**config.mk**
```make
export PLATFORM = sky130hd
export DESIGN_NAME = sas_root_cell
export DESIGN_NICKNAME = d
export VERILOG_FILES = /design/src/seek_arrive_steering_defines.svh /design/src/sas_pkg.sv /design/src/sas_root_cell.sv
export SDC_FILE = /design/constraint.sdc
export NUM_CORES = 1
export LEC_CHECK = 0
export BUFFER_PORTS_ARGS = -buffer_cell sky130_fd_sc_hd__buf_2
export CORE_MARGIN = 2
export CORE_UTILIZATION = 25
export CTS_BUF_LIST = sky130_fd_sc_hd__clkbuf_16
export CTS_CLUSTER_DIAMETER = 200
export CTS_CLUSTER_SIZE = 8
export DETAILED_ROUTE_END_ITERATION = 10
export SLEW_MARGIN = 10
export SYNTH_ARGS = -nofsm -noshare
export SYNTH_HDL_FRONTEND = slang
export SYNTH_SLANG_ARGS = --single-unit
```
**constraint.sdc**
```tcl
create_clock -name aclk -period 2.2 [get_ports aclk]
set_input_delay 0 -clock aclk [delete_from_list [all_inputs] [get_ports aclk]]
set_output_delay 0 -clock aclk [all_outputs]
set_load 0.02 [all_outputs]
```
**src/seek_arrive_steering_defines.svh**
```systemverilog
// ----------------------------------------------------------------------------
// seek_arrive_steering_defines.svh
// Assertion macros used by the steering pipeline top module.
// ----------------------------------------------------------------------------
`ifndef SEEK_ARRIVE_STEERING_DEFINES_SVH
`define SEEK_ARRIVE_STEERING_DEFINES_SVH

`ifndef NO_ASSERTIONS
// Same-cycle implication, disabled during reset.
`define SAS_ASSERT_IMP(lbl, clk, rstn, ante, cons) \
    lbl: assert property (@(posedge clk) disable iff (!rstn) (ante) |-> (cons)) \
        else $error("assertion failed");
// Next-cycle implication, disabled during reset.
`define SAS_ASSERT_NXT(lbl, clk, rstn, ante, cons) \
    lbl: assert property (@(posedge clk) disable iff (!rstn) (ante) |=> (cons)) \
        else $error("assertion failed");
`else
`define SAS_ASSERT_IMP(lbl, clk, rstn, ante, cons)
`define SAS_ASSERT_NXT(lbl, clk, rstn, ante, cons)
`endif

`endif

```
**src/sas_pkg.sv**
```systemverilog
// ----------------------------------------------------------------------------
// sas_pkg
// Types, widths and stage positions of the seek/arrive steering pipeline.
// ----------------------------------------------------------------------------
`default_nettype none

package sas_pkg;

    localparam int DIST_W   = 32;   // floor(sqrt) of a 64-bit sum
    localparam int QUO_W    = 31;   // quotient bits of both divisions
    localparam int SPD_W    = 31;
    localparam int NUM_W    = 52;   // dist * 655360
    localparam int DEN_W    = 33;   // decel_factor * 3
    localparam int PROD_W   = 62;   // mag * speed
    localparam int ROOT_REM_W = 34;

    // stage positions along the chain
    localparam int ST_SQR   = 0;
    localparam int ST_SUM   = 1;
    localparam int ST_ROOT0 = 2;
    localparam int ST_RAT   = ST_ROOT0 + DIST_W;
    localparam int ST_QDIV0 = ST_RAT + 1;
    localparam int ST_SPD   = ST_QDIV0 + QUO_W;
    localparam int ST_PROD  = ST_SPD + 1;
    localparam int ST_CDIV0 = ST_PROD + 1;
    localparam int ST_OUT   = ST_CDIV0 + QUO_W;
    localparam int N_ST     = ST_OUT + 1;

    typedef enum logic [1:0] {
        REG_MAX_SPEED  = 2'd0,
        REG_NEAR_RANGE = 2'd1,
        REG_DECEL      = 2'd2,
        REG_NONE       = 2'd3
    } reg_idx_t;

    // per-item data that rides along beside the arithmetic cells
    typedef struct packed {
        logic signed [2:0][31:0] vel;
        logic signed [2:0][31:0] tov;
        logic        [2:0][31:0] mag;
        logic [DIST_W-1:0]       dist_val;
        logic                    arrive;
        logic                    ovf;
        logic [SPD_W-1:0]        speed;
    } side_t;

endpackage

`default_nettype wire

```
**src/sas_root_cell.sv**
```systemverilog
// ----------------------------------------------------------------------------
// sas_root_cell
// One digit step of a restoring square root: settles one root bit.
// ----------------------------------------------------------------------------
`default_nettype none

module sas_root_cell
    import sas_pkg::*;
(
    input  wire logic                  aclk,
    input  wire logic                  en,
    input  wire logic [63:0]           n_in,
    input  wire logic [ROOT_REM_W-1:0] r_in,
    input  wire logic [DIST_W-1:0]     q_in,
    output logic      [63:0]           n_out,
    output logic      [ROOT_REM_W-1:0] r_out,
    output logic      [DIST_W-1:0]     q_out
);

    logic [63:0]           n_reg;
    logic [ROOT_REM_W-1:0] r_reg;
    logic [DIST_W-1:0]     q_reg;
    logic [ROOT_REM_W+1:0] pull;
    logic [ROOT_REM_W+1:0] trial;
    logic                  fits;
    logic [ROOT_REM_W+1:0] diff;

    // bring down two bits and try root*4+1
    always_comb begin
        pull  = {r_in, n_in[63:62]};
        trial = {{(ROOT_REM_W - DIST_W){1'b0}}, q_in, 2'b01};
        fits  = (pull >= trial);
        diff  = fits ? (pull - trial) : pull;
    end

    always_ff @(posedge aclk) begin
        if (en) begin
            n_reg <= {n_in[61:0], 2'b00};
            r_reg <= diff[ROOT_REM_W-1:0];
            q_reg <= {q_in[DIST_W-2:0], fits};
        end
    end

    assign n_out = n_reg;
    assign r_out = r_reg;
    assign q_out = q_reg;

endmodule

`default_nettype wire

```
== Word level (Yosys, flattened, before mapping) ==
Index checks and enable logic that the tools add are counted.

* Register bits after elaboration: 128
* Bits of input ports: 132
* Output and inout bits: 130
* Word-level logic and storage cells: 6

* $add $sub $neg: 1
* Magnitude comparators: 1
* Multiplexer cells: 1

{| class="wikitable"
|+ Operators by type and width
! cell !! count
|-
| 36-bit by 34-bit >= comparator with 1-bit output || 1
|-
| 34-bit 2-to-1 mux || 1
|-
| 34-bit subtractor || 1
|}

== Logic depth before layout (Yosys ltp) ==
* Word-level depth: 2
* Gate-level depth with buffers: 13
* Mapped depth without buffers: 10

== Worst setup path after synthesis ==
Ideal clock, no wire load.

* Path kind: input port to flip-flop
* Start point: input q_in[9]
* End point: register r_reg[27] (netlist: r_out[27]) (data pin)
* Setup time: 0.260 ns
* Arrival time: 1.982 ns
* Required time: 1.940 ns
* Setup slack: -0.043 ns
* Cell stages on the path: 10
* Path buffers: 0
* Cell sequence: inv_1 > ha_1 > a21o_1 > a31o_1 > a211oi_4 > o211ai_2 > a21bo_2 > mux2i_1 > o221ai_1 > mux2_4

* Cells in the longest elaborated chain, start to end: 2
* Elaborated cells between the ends (all ways): 3
* Those cells by class: add/sub (1); order compare (1); mux (1)

{| class="wikitable"
|+ RTL lines
! what !! RTL line !! RTL
|-
| start: declaration || sas_root_cell.sv:14 || <nowiki>input wire logic [DIST_W-1:0] q_in,</nowiki>
|-
| 34-bit subtractor or 36-bit by 34-bit >= comparator with 1-bit output (tied branches) || sas_root_cell.sv:33, sas_root_cell.sv:32 ||
|-
| 34-bit 2-to-1 mux (*) || sas_root_cell.sv:33 || <nowiki>diff = fits ? (pull - trial) : pull;</nowiki>
|-
| net diff[27] || sas_root_cell.sv:26 || <nowiki>logic [ROOT_REM_W+1:0] diff;</nowiki>
|-
| end signal: assignment || sas_root_cell.sv:39 || <nowiki>r_reg <= diff[ROOT_REM_W-1:0];</nowiki>
|-
| end: declaration || sas_root_cell.sv:21 || <nowiki>logic [ROOT_REM_W-1:0] r_reg;</nowiki>
|}

The timed path passes the listed nets; every way through them passes the cells marked *.
A chain may end at the register's enable or synchronous reset.

== Worst setup path in the final report ==
* Start point: input q_in[22]
* End point: register r_reg[33] (netlist: r_out[33]) (data pin)

The elaborated chain is that of the path after synthesis.

==> results.yml <==
cts:
  cts_tree: "yes"
  cts.sinks: 128
  cts_made_buffers: 17
  cts_buffer_depth: 2
  h-tree-depth: 4
  clk_pin_slew_worst_paths_ns: 0.07
  cts-root-buf: "clkbuf_16"
pwr:
  p_switching_w: 0.002237
  pwr-share-comb_pct: 23.8
  internal_power_w: 0.005642
  p_clk_share_pct: 37.6
  powerDensity_nw_per_um2: 744.4
  ir_drop_uv: 366.6
  p_leak_nw: 4.732
  swShare_pct: 28.40
  p_seq_share_pct: 38.6
sta:
  fin_setup_tns_ns: 0
  fmax_mhz: 488.6
  finalCritPeriodShare_pct: 93.03
  setup_viol: 0
  rsz0062_at_grt: "true"
  fin_crit_ns: 2.047
  hold_viol: 0
  drv_slew: 0
synth:
  async_flop_share_pct: 0
  yosysTopAreaCell: "edfxtp_1"
  synth_cell_types: 62
  synth_top_area_share_pct: 60.87
  yosys-top-cells-area: "edfxtp_1 61%, ha_1 6.7%, nand2_1 3.4%, o21ai_0 3.2%, inv_1 2.5%"
  synth-seq-cells: 128
  avgSynthCellArea_sq_um: 12.46
  seq_area_frac_synth_pct: 60.87
  synth_edf_count: 128
  yosys_warnings: 0
  synthFlopType: "edfxtp_1"
  syn_area_sq_um: 6315
  synthCells: 507
die:
  initial_core_util_pct: 25.30
  rows: 58
  die_y_microns: 162.9
  die_width_microns: 162.9
  die_area_sq_um: 26550
  io_pins: 262
  design.core.area_sq_um: 24960
detailed_routing:
  ant_nets: 0
  vias: 5626
  met1Wirelength_microns: 7950
  routed.top_layer: "met4"
  viasPerCell: 4.227
  drc: 0
  postRouteWirelength_microns: 19000
  drtIter0Drc: 243
  dr_wl_met3_microns: 1099
  wl_per_cell_microns: 14.28
  wl_met2_microns: 9594
  first_pass_iters: 4
critical_path:
  slowest_delay_ns: 0.53
  crit_family: "compound AO/OA/AOI/OAI gates"
  crit_path_end_kind: "register"
  crit_required_ns: 2.44
  cp.arrival_ns: 2.28
  cp-start-kind: "input pin"
  critPathSlowestCell: "dlygate4sd3_1"
  worstPathCellList: "dlygate4sd3_1, buf_2, inv_1, ha_4, nand3_1, o311ai_2, a211oi_2, o21a_2, buf_4, o41ai_2"
  crit_fanout: 8
  path_buf_inv: 4
  critPathKind: "in2reg"
final_layout:
  final_cell_mix: "258 x buf_2, 128 x edfxtp_1, 126 x dlygate4sd3_1"
  fillers: 2407
  final_common_cell: "buf_2"
  num-nets-final: 1154
  drive_above_1_share_pct: 41.00
  final_area_sq_um: 10580
  layout-area-overhead-vs-synth_pct: 67.60
placement:
  dp_hpwl_microns: 14150
  io_buffers: 259
  place_area_sq_um: 8661
  gp_congestion: 0.7930
global_routing:
  gr-total-overflow: 0
  grt_pass1_vias: 5697
  grt_pass1_wl_microns: 28660
  antenna_found_initial: 1
  grt_max_degree: 47
  track_usage_pct: 14.18
hold_path:
  hp-class: "in2reg"
job:
  drv_cap: 0
run_status:
  outcome: "finished, final reports clean"
-- kinds of logic (layout without fill, tap and decap cells) --
group	after synthesis	count (layout)	synth area share, %
buffers and inverters	59	551	4.081
XOR/XNOR	27	27	3.745
other	1	3	0.05938
flip-flops	128	128	60.87
AND/OR/NAND/NOR	120	120	8.877
multiplexers	5	5	0.8718
adder cells (fa/ha/maj)	34	34	6.737
AO/OA/AOI/OAI	133	133	14.76
-- path summary, 6_finish.rpt --
kind | startpoint | endpoint | slack, ns | depth (start not counted)
min | en | r_out[7]$_DFFE_PP_ | 0.02 | 1
max | q_in[22] | r_out[33]$_DFFE_PP_ | 0.15 | 10
-- repair_timing --
action,4_1_cts,5_1_grt
hold endpoints to repair,126,0
gates resized for setup,0,7
buffers inserted,0,1
hold buffers,126,0
endpoints found under the setup margin,0,31
-- Yosys cell counts, types with 2 or more instances --
cell and n:
a21boi_0 2, a21o_1 19, a21oi_1 28, a31o_1 2
a31oi_1 4, and2_1 3, and2_2 2, and3_1 2
and3_2 3, buf_2 6, buf_4 2, clkbuf_1 4
clkbuf_2 2, edfxtp_1 128, ha_1 34, inv_1 42
mux2i_1 4, nand2_1 58, nand2b_1 5, nand3_1 6
nand4_1 6, nor2_1 18, nor3_1 10, o211ai_1 2
o21a_1 3, o21ai_0 41, o21ai_1 4, o221ai_1 2
o31a_1 2, o31ai_1 4, o41ai_2 3, xnor2_1 14
xor2_1 13
-- metal layers --
metal,up-vias,global-route usage [%]
met1,2584,16.41
met5,-,0
met4,0,5.913
met2,181,24.94
met3,21,3.565
li1,2840,-
-- cell type report --
cell class / count / area (sq um) / share of cell area (%)
diodes: 1 / 2.502 / 0.02364
clock buffers: 17 / 425.4 / 4.019
clock inverters: 14 / 182.7 / 1.726
inverters: 43 / 162.7 / 1.537
multi-input cells: 321 / 2271 / 21.46
flip-flops and latches: 128 / 3844 / 36.32
well taps: 330 / 412.9 / 3.901
repair buffers: 477 / 3283 / 31.02
-- through the flow --
step	power (W)	std cells	hold WS (ns)	util, %	setup WS (ns)
after detailed placement	0.004791	1172	0.1782	34.69	-0.3305
after global routing	0.008266	1331	0.03260	42.40	-0.01030
after CTS	0.007993	1329	0.02173	42.18	0.001014
after floorplan	0.004028	508	0.09887	-	-0.01985
final	0.007879	1331	0.02305	42.40	0.1534
after global placement	0.004777	1172	0.1765	34.69	-0.2903
-- power by group through the flow --
stage	combinational (W)	sequential, W	clock (W)
6_report	0.00188	0.00304	0.00296
5_1_grt	0.00205	0.00306	0.00316
4_1_cts	0.00188	0.00304	0.00307
3_5_place_dp	0.00170	0.00309	0
3_3_place_gp	0.00169	0.00309	0
2_1_floorplan	0.000601	0.00343	0
-- flip-flops by register name, summed over array words and instances (netlist names) --
register / flops
r_out: 34
q_out: 32
n_out: 62
Note: power is estimated with default switching activity, not from simulation.
