`src/seek_arrive_steering_defines.svh`:
```
// ----------------------------------------------------------------------------
// seek_arrive_steering_defines.svh
// Assertion macros used by the steering pipeline top module.
// ----------------------------------------------------------------------------
`ifndef SEEK_ARRIVE_STEERING_DEFINES_SVH
`define SEEK_ARRIVE_STEERING_DEFINES_SVH

`ifndef NO_ASSERTIONS
// Same-cycle implication, disabled during reset.
`define SAS_ASSERT_IMP(lbl, clk, rstn, ante, cons) \
    lbl: assert property (@(posedge clk) disable iff (!rstn) (ante) |-> (cons)) \
        else $error("assertion failed");
// Next-cycle implication, disabled during reset.
`define SAS_ASSERT_NXT(lbl, clk, rstn, ante, cons) \
    lbl: assert property (@(posedge clk) disable iff (!rstn) (ante) |=> (cons)) \
        else $error("assertion failed");
`else
`define SAS_ASSERT_IMP(lbl, clk, rstn, ante, cons)
`define SAS_ASSERT_NXT(lbl, clk, rstn, ante, cons)
`endif

`endif

```
`src/sas_pkg.sv`:
```
// ----------------------------------------------------------------------------
// sas_pkg
// Types, widths and stage positions of the seek/arrive steering pipeline.
// ----------------------------------------------------------------------------
`default_nettype none

package sas_pkg;

    localparam int DIST_W   = 32;   // floor(sqrt) of a 64-bit sum
    localparam int QUO_W    = 31;   // quotient bits of both divisions
    localparam int SPD_W    = 31;
    localparam int NUM_W    = 52;   // dist * 655360
    localparam int DEN_W    = 33;   // decel_factor * 3
    localparam int PROD_W   = 62;   // mag * speed
    localparam int ROOT_REM_W = 34;

    // stage positions along the chain
    localparam int ST_SQR   = 0;
    localparam int ST_SUM   = 1;
    localparam int ST_ROOT0 = 2;
    localparam int ST_RAT   = ST_ROOT0 + DIST_W;
    localparam int ST_QDIV0 = ST_RAT + 1;
    localparam int ST_SPD   = ST_QDIV0 + QUO_W;
    localparam int ST_PROD  = ST_SPD + 1;
    localparam int ST_CDIV0 = ST_PROD + 1;
    localparam int ST_OUT   = ST_CDIV0 + QUO_W;
    localparam int N_ST     = ST_OUT + 1;

    typedef enum logic [1:0] {
        REG_MAX_SPEED  = 2'd0,
        REG_NEAR_RANGE = 2'd1,
        REG_DECEL      = 2'd2,
        REG_NONE       = 2'd3
    } reg_idx_t;

    // per-item data that rides along beside the arithmetic cells
    typedef struct packed {
        logic signed [2:0][31:0] vel;
        logic signed [2:0][31:0] tov;
        logic        [2:0][31:0] mag;
        logic [DIST_W-1:0]       dist_val;
        logic                    arrive;
        logic                    ovf;
        logic [SPD_W-1:0]        speed;
    } side_t;

endpackage

`default_nettype wire

```
`src/sas_div_cell.sv`:
```
// ----------------------------------------------------------------------------
// sas_div_cell
// One step of a restoring divider: settles one quotient bit.
// ----------------------------------------------------------------------------
`default_nettype none

module sas_div_cell
    import sas_pkg::*;
#(
    parameter int DW = 32
)
(
    input  wire logic             aclk,
    input  wire logic             en,
    input  wire logic [DW-1:0]    d_in,
    input  wire logic [DW-1:0]    r_in,
    input  wire logic [QUO_W-1:0] lo_in,
    input  wire logic [QUO_W-1:0] q_in,
    output logic      [DW-1:0]    d_out,
    output logic      [DW-1:0]    r_out,
    output logic      [QUO_W-1:0] lo_out,
    output logic      [QUO_W-1:0] q_out
);

    logic [DW-1:0]    d_reg;
    logic [DW-1:0]    r_reg;
    logic [QUO_W-1:0] lo_reg;
    logic [QUO_W-1:0] q_reg;
    logic [DW:0]      pull;
    logic             fits;
    logic [DW:0]      diff;

    // bring down one numerator bit, subtract the divisor where it fits
    always_comb begin
        pull = {r_in, lo_in[QUO_W-1]};
        fits = (pull >= {1'b0, d_in});
        diff = fits ? (pull - {1'b0, d_in}) : pull;
    end

    always_ff @(posedge aclk) begin
        if (en) begin
            d_reg  <= d_in;
            r_reg  <= diff[DW-1:0];
            lo_reg <= {lo_in[QUO_W-2:0], 1'b0};
            q_reg  <= {q_in[QUO_W-2:0], fits};
        end
    end

    assign d_out  = d_reg;
    assign r_out  = r_reg;
    assign lo_out = lo_reg;
    assign q_out  = q_reg;

endmodule

`default_nettype wire
```
`config.mk`:
```
export PLATFORM = sky130hd
export DESIGN_NAME = sas_div_cell
export DESIGN_NICKNAME = d
export VERILOG_FILES = /design/src/seek_arrive_steering_defines.svh /design/src/sas_pkg.sv /design/src/sas_div_cell.sv
export SDC_FILE = /design/constraint.sdc
export NUM_CORES = 1
export LEC_CHECK = 0
export ABC_AREA = 1
export BUFFER_PORTS_ARGS = -buffer_cell sky130_fd_sc_hd__buf_2
export CELL_PAD_IN_SITES_DETAIL_PLACEMENT = 1
export CELL_PAD_IN_SITES_GLOBAL_PLACEMENT = 1
export CORE_ASPECT_RATIO = 2
export CORE_MARGIN = 2
export CORE_UTILIZATION = 30
export CTS_BUF_LIST = sky130_fd_sc_hd__clkbuf_2 sky130_fd_sc_hd__clkbuf_4 sky130_fd_sc_hd__clkbuf_8
export DETAILED_ROUTE_END_ITERATION = 12
export PLACE_DENSITY = 0.68
export SLEW_MARGIN = 30
export SYNTH_ARGS = -nofsm -noshare
export SYNTH_HDL_FRONTEND = slang
export SYNTH_SLANG_ARGS = --single-unit
```
`constraint.sdc`:
```
create_clock -name aclk -period 2.3 [get_ports aclk]
set_input_delay 0.23 -clock aclk [delete_from_list [all_inputs] [get_ports aclk]]
set_output_delay 0.23 -clock aclk [all_outputs]
set_load 0.05 [all_outputs]
```
### Word level (Yosys, flattened, before mapping)

Index checks and enable logic that the tools add are counted.

* bits in read-only memories: 0
* logic and storage cells: 7
* latch bits: 0
* input bits: 128
* output and inout bits: 126
* bits in writable memories: 0
* memories: 0
* register bits after elaboration: 125

* mux-type cells: 1
* order comparisons: 1
* multipliers: 0
* shifts and indexed selects: 0
* div/mod/pow operators: 0
* bitwise gates (word level): 0
* reductions and logical operators: 0
* equal/unequal tests: 0
* $add $sub $neg: 1

Operator list (count)
* 33-bit by 32-bit >= comparator with 1-bit output: 1
* 32-bit 2-to-1 mux: 1
* 32-bit subtractor: 1

### Depth between registers and ports, before layout

* depth after elaboration: 2
* mapped depth: 16
* gate-level depth less buffers: 14

### Worst setup path after synthesis

No wires, ideal clock.

* path kind: in2reg
* start point: input lo_in[30]
* end point: register r_reg[16] (netlist: r_out[16]), data pin
* buffers on the path: 0
* stages: 13
* data required time: 2.048 ns
* arrival: 1.573 ns
* setup slack: 0.475 ns
* setup time: 0.252 ns
* cells stage by stage: inv_1 > ha_1 > fa_1 > inv_1 > nand3_1 > nand3_1 > nand2_1 > nand3_1 > nand3_1 > nand2_1 > nand2_1 > nand3_2 > nand2_1

* cells in the longest elaborated chain, start to end: 2
* elaborated cells on any way between the ends: 3
* those cells by class: add/sub: 1; order compare: 1; mux: 1

RTL lines
* start: declaration: RTL line sas_div_cell.sv:17 `input wire logic [QUO_W-1:0] lo_in,`
* 32-bit subtractor or 33-bit by 32-bit >= comparator with 1-bit output (tied branches): RTL line sas_div_cell.sv:37, sas_div_cell.sv:36
* 32-bit 2-to-1 mux *: RTL line sas_div_cell.sv:37 `diff = fits ? (pull - {1'b0, d_in}) : pull;`
* net diff[16]: RTL line sas_div_cell.sv:31 `logic [DW:0] diff;`
* end signal: assignment: RTL line sas_div_cell.sv:43 `r_reg <= diff[DW-1:0];`
* end: declaration: RTL line sas_div_cell.sv:26 `logic [DW-1:0] r_reg;`

The timed path passes the listed nets; every way through them passes the cells marked *.
A chain may end at the register's enable or synchronous reset.

### Worst setup path in the final report

* start point: input d_in[2]
* end point: register r_reg[29] (netlist: r_out[29]), data pin

* cells in the longest elaborated chain, start to end: 2
* elaborated cells on any way between the ends: 3
* those cells by class: add/sub: 1; order compare: 1; mux: 1

RTL lines
* start: declaration: RTL line sas_div_cell.sv:15 `input wire logic [DW-1:0] d_in,`
* 32-bit subtractor or 33-bit by 32-bit >= comparator with 1-bit output (tied branches): RTL line sas_div_cell.sv:37, sas_div_cell.sv:36
* 32-bit 2-to-1 mux *: RTL line sas_div_cell.sv:37
* net diff[29]: RTL line sas_div_cell.sv:31

Marked as above.

==> results.toml <==
[outcome]
status = "completed"

[routing]
routed-via-count = 6620
detail_route.vias_per_cell = 4.49
drt_first_iter_violations = 140
drcViolationCount = 0
routed_wire_length_per_instance_um = 16.5
antenna_violating_nets_post_route = 0
routed_wirelength_mm = 24.3
drt_first_pass_iters = 4

[cts]
max-clock-path-buffers = 2
clkTransAtPathRegs_ns = 0.08
cts.root.buffer_cell = "clkbuf_8"
cts_htree_levels = 4
cts_made_buffers = 17
clock_sink_count = 125
tritoncts = "done"

[finish]
fill_cells = 2711
synth_to_final_area_change_pct = 48.7
final_core_util_pct = 45.5
share_of_layout_cells_above_drive_strength_1_pct = 32.5
nNetsFinal = 1339

[sta]
max_transition_viols_final = 0
finalHoldViolCount = 0
setup_tns_ns = 0
setup_viol = 0
layout_worst_path_cycle_share_pct = 96.1
finalCriticalPeriod_ns = 2.21
timing.fmax_mhz = 452

[power]
power.density_nw_per_um2 = 682
maximum_resistive_drop_on_vdd_mv = 0.429
static-leakage-power_nw = 5.21

[critical_path]
path_cells = "dlygate4sd3_1 > buf_2 > inv_1 > ha_2 > nand2_1 > nor2_2 > nand2_1 > nand3_1 > nand2_1 > nand2_1 > nand2_1 > nand2_1 > nand2_1 > nand3_2 > nand2_1"
cp_slowest_stage_delay_ns = 0.52
crit_top_cell = "nand2_1"
crit_required_ns = 2.53
crit_path_end_kind = "register"
startpoint_type = "primary input"
crit_buf_inv = 3
crit_path_max_fanout = 7
critical-path-top-delay-family = "simple AND/OR/NAND/NOR gates"
critPathSlowestCell = "dlygate4sd3_1"
criticalPathCategory = "primary input to register"
timing.critical_path.arrival_ns = 2.44

[yosys]
netlist.area_leader.share_pct = 53.9
largest_family_of_logic_cells_by_synthesized_area = "simple AND/OR/NAND/NOR gates"
synth_adder_area_share_pct = 6.04
number_of_enable_type_register_cells_in_the_synthesized_netlist = 125
yosysTopAreaCell = "edfxtp_1"
synth.mux.area_fraction_pct = 0
synth_most_common_cell = "nand2_1"
top_post_synthesis_cells_by_area = "edfxtp_1 (54%), nand2_1 (15%), inv_1 (8.0%)"
yosysUniqueCellTypes = 31
synth_nets = 940
synthArstFlopShare_pct = 0
synthSimpleGateAreaFrac_pct = 27.0
syn_avg_cell_area_sq_um = 8.93
postSynthRegisterBits = 125
seq_area_frac_synth_pct = 53.9
synth-compound-area-share_pct = 1.76
cell_types_with_the_highest_counts_after_synthesis = "nand2_1 (276), inv_1 (149), edfxtp_1 (125), nand3_1 (52), nor2_1 (34)"
synth-warning-count = 0
synthesis.area_sq_um = 6960
synthFlopType = "edfxtp_1"
netlist_instances = 779
post_synth_xor_area_fraction_pct = 1.76

[global_route]
antenna_found_initial = 4
maximum_number_of_pins_on_one_net_before_global_route_repair = 46
globalRouteOverflowTotal = 0
wire_length_of_the_first_global_routing_pass_mm = 36.9
grt_pass1_vias = 7322
gr-usage-all-layers_pct = 20.0

[flow_run]
maxCapViolations = 0

[floorplan]
chipWidth_um = 112
number_of_cell_rows = 78
boundaryPins = 254
design.die.area_sq_um = 24500
die_h_um = 219
initial_core_util_pct = 30.6
fp.coreArea_sq_um = 22700

[placement]
io_buffers = 251
place.detailed.hpwl_mm = 19.0
globalplace.congestion = 0.874

[hold_path]
min-delay-path-class = "primary input to register"
[sequential cells by signal, indices dropped and copies added, names as in the netlist]
name    cells
d_out      32
lo_out     30
r_out      32
q_out      31
[layout make-up]
cell class	count	area (sq um)	area share (%)
multi-input cells	491	2670	25.8
clock buffers	21	264	2.55
inverters	152	571	5.51
diodes	5	12.5	0.121
repair buffers	391	2610	25.2
well taps	280	350	3.39
clock inverters	11	119	1.15
flip-flops and latches	125	3750	36.3
[cells by family after synthesis]
logic type	Yosys count
AOI/OAI and AO/OA	24
xor gates and xnor gates	14
adders and majority gates	33
buffers and inverters	163
DFF	125
other	1
and+or+nand+nor	419
[metal layers]
| layer | track usage, % | part of all wire (%) | vias up | routed length [um] |
|---|---|---|---|---|
| li1 | - | - | 3272 | - |
| met1 | 16.9 | 31 | 3124 | 7560 |
| met2 | 41.4 | 60 | 176 | 14700 |
| met3 | 3.95 | 3.8 | 48 | 912 |
| met4 | 11.7 | 4.7 | 0 | 1140 |
| met5 | 0 | 0 | - | 0 |
[power by group]
group          total (W)  internal [W]  switching [W]
Combinational    0.00232      0.000722        0.00160
Sequential       0.00283       0.00277      0.0000541
Clock            0.00191       0.00100       0.000904
Total            0.00706       0.00450        0.00256
[worst min-delay path, delay by kind of cell]
family,cells,cell delay [ns]
buffers and inverters,1,0.09
and+or+nand+nor,2,0.13
[through the flow]
stage	hold WS [ns]	power [W]	cell area (sq um)	instances	worst slack [ns]
2_1_floorplan	0.329	0.00432	6960	779	0.475
3_3_place_gp	0.407	0.00501	8870	1342	-0.0510
3_5_place_dp	0.408	0.00505	8870	1342	-0.0596
4_1_cts	0.0308	0.00711	10200	1466	0.00697
5_1_grt	0.0584	0.00742	10300	1475	-0.0158
6_report	0.0757	0.00706	10300	1476	0.0896
[layout by cell type (no fill, tap or decap), types with 3 or more instances in the layout]
| master | n |
|---|---|
| a21oi_1 | 19 |
| and2_1 | 8 |
| buf_12 | 5 |
| buf_2 | 250 |
| buf_4 | 42 |
| clkbuf_4 | 4 |
| clkbuf_8 | 17 |
| clkinv_2 | 3 |
| clkinvlp_4 | 3 |
| diode_2 | 5 |
| dlygate4sd3_1 | 92 |
| edfxtp_1 | 125 |
| ha_1 | 24 |
| ha_2 | 4 |
| ha_4 | 4 |
| inv_1 | 149 |
| inv_2 | 3 |
| nand2_1 | 269 |
| nand2_2 | 10 |
| nand3_1 | 50 |
| nand3_2 | 18 |
| nand3b_1 | 10 |
| nor2_1 | 29 |
| nor2_2 | 8 |
| nor2_4 | 3 |
| nor3_1 | 6 |
| xor2_1 | 13 |
[final timing paths]
kind                  slack (ns)  cells past startpoint      from        end
worst max-delay path        0.09                     15   d_in[2]  r_out[29]
worst min-delay path        0.08                      3  r_in[30]  r_out[31]
[repair_timing]
action,in CTS,in global routing
setup endpoints to repair,0,32
endpoints found under the hold margin,92,0
hold buffers,92,0
gates resized for setup,0,29
buffers inserted,0,5
Power figures use the tool's default switching activity.
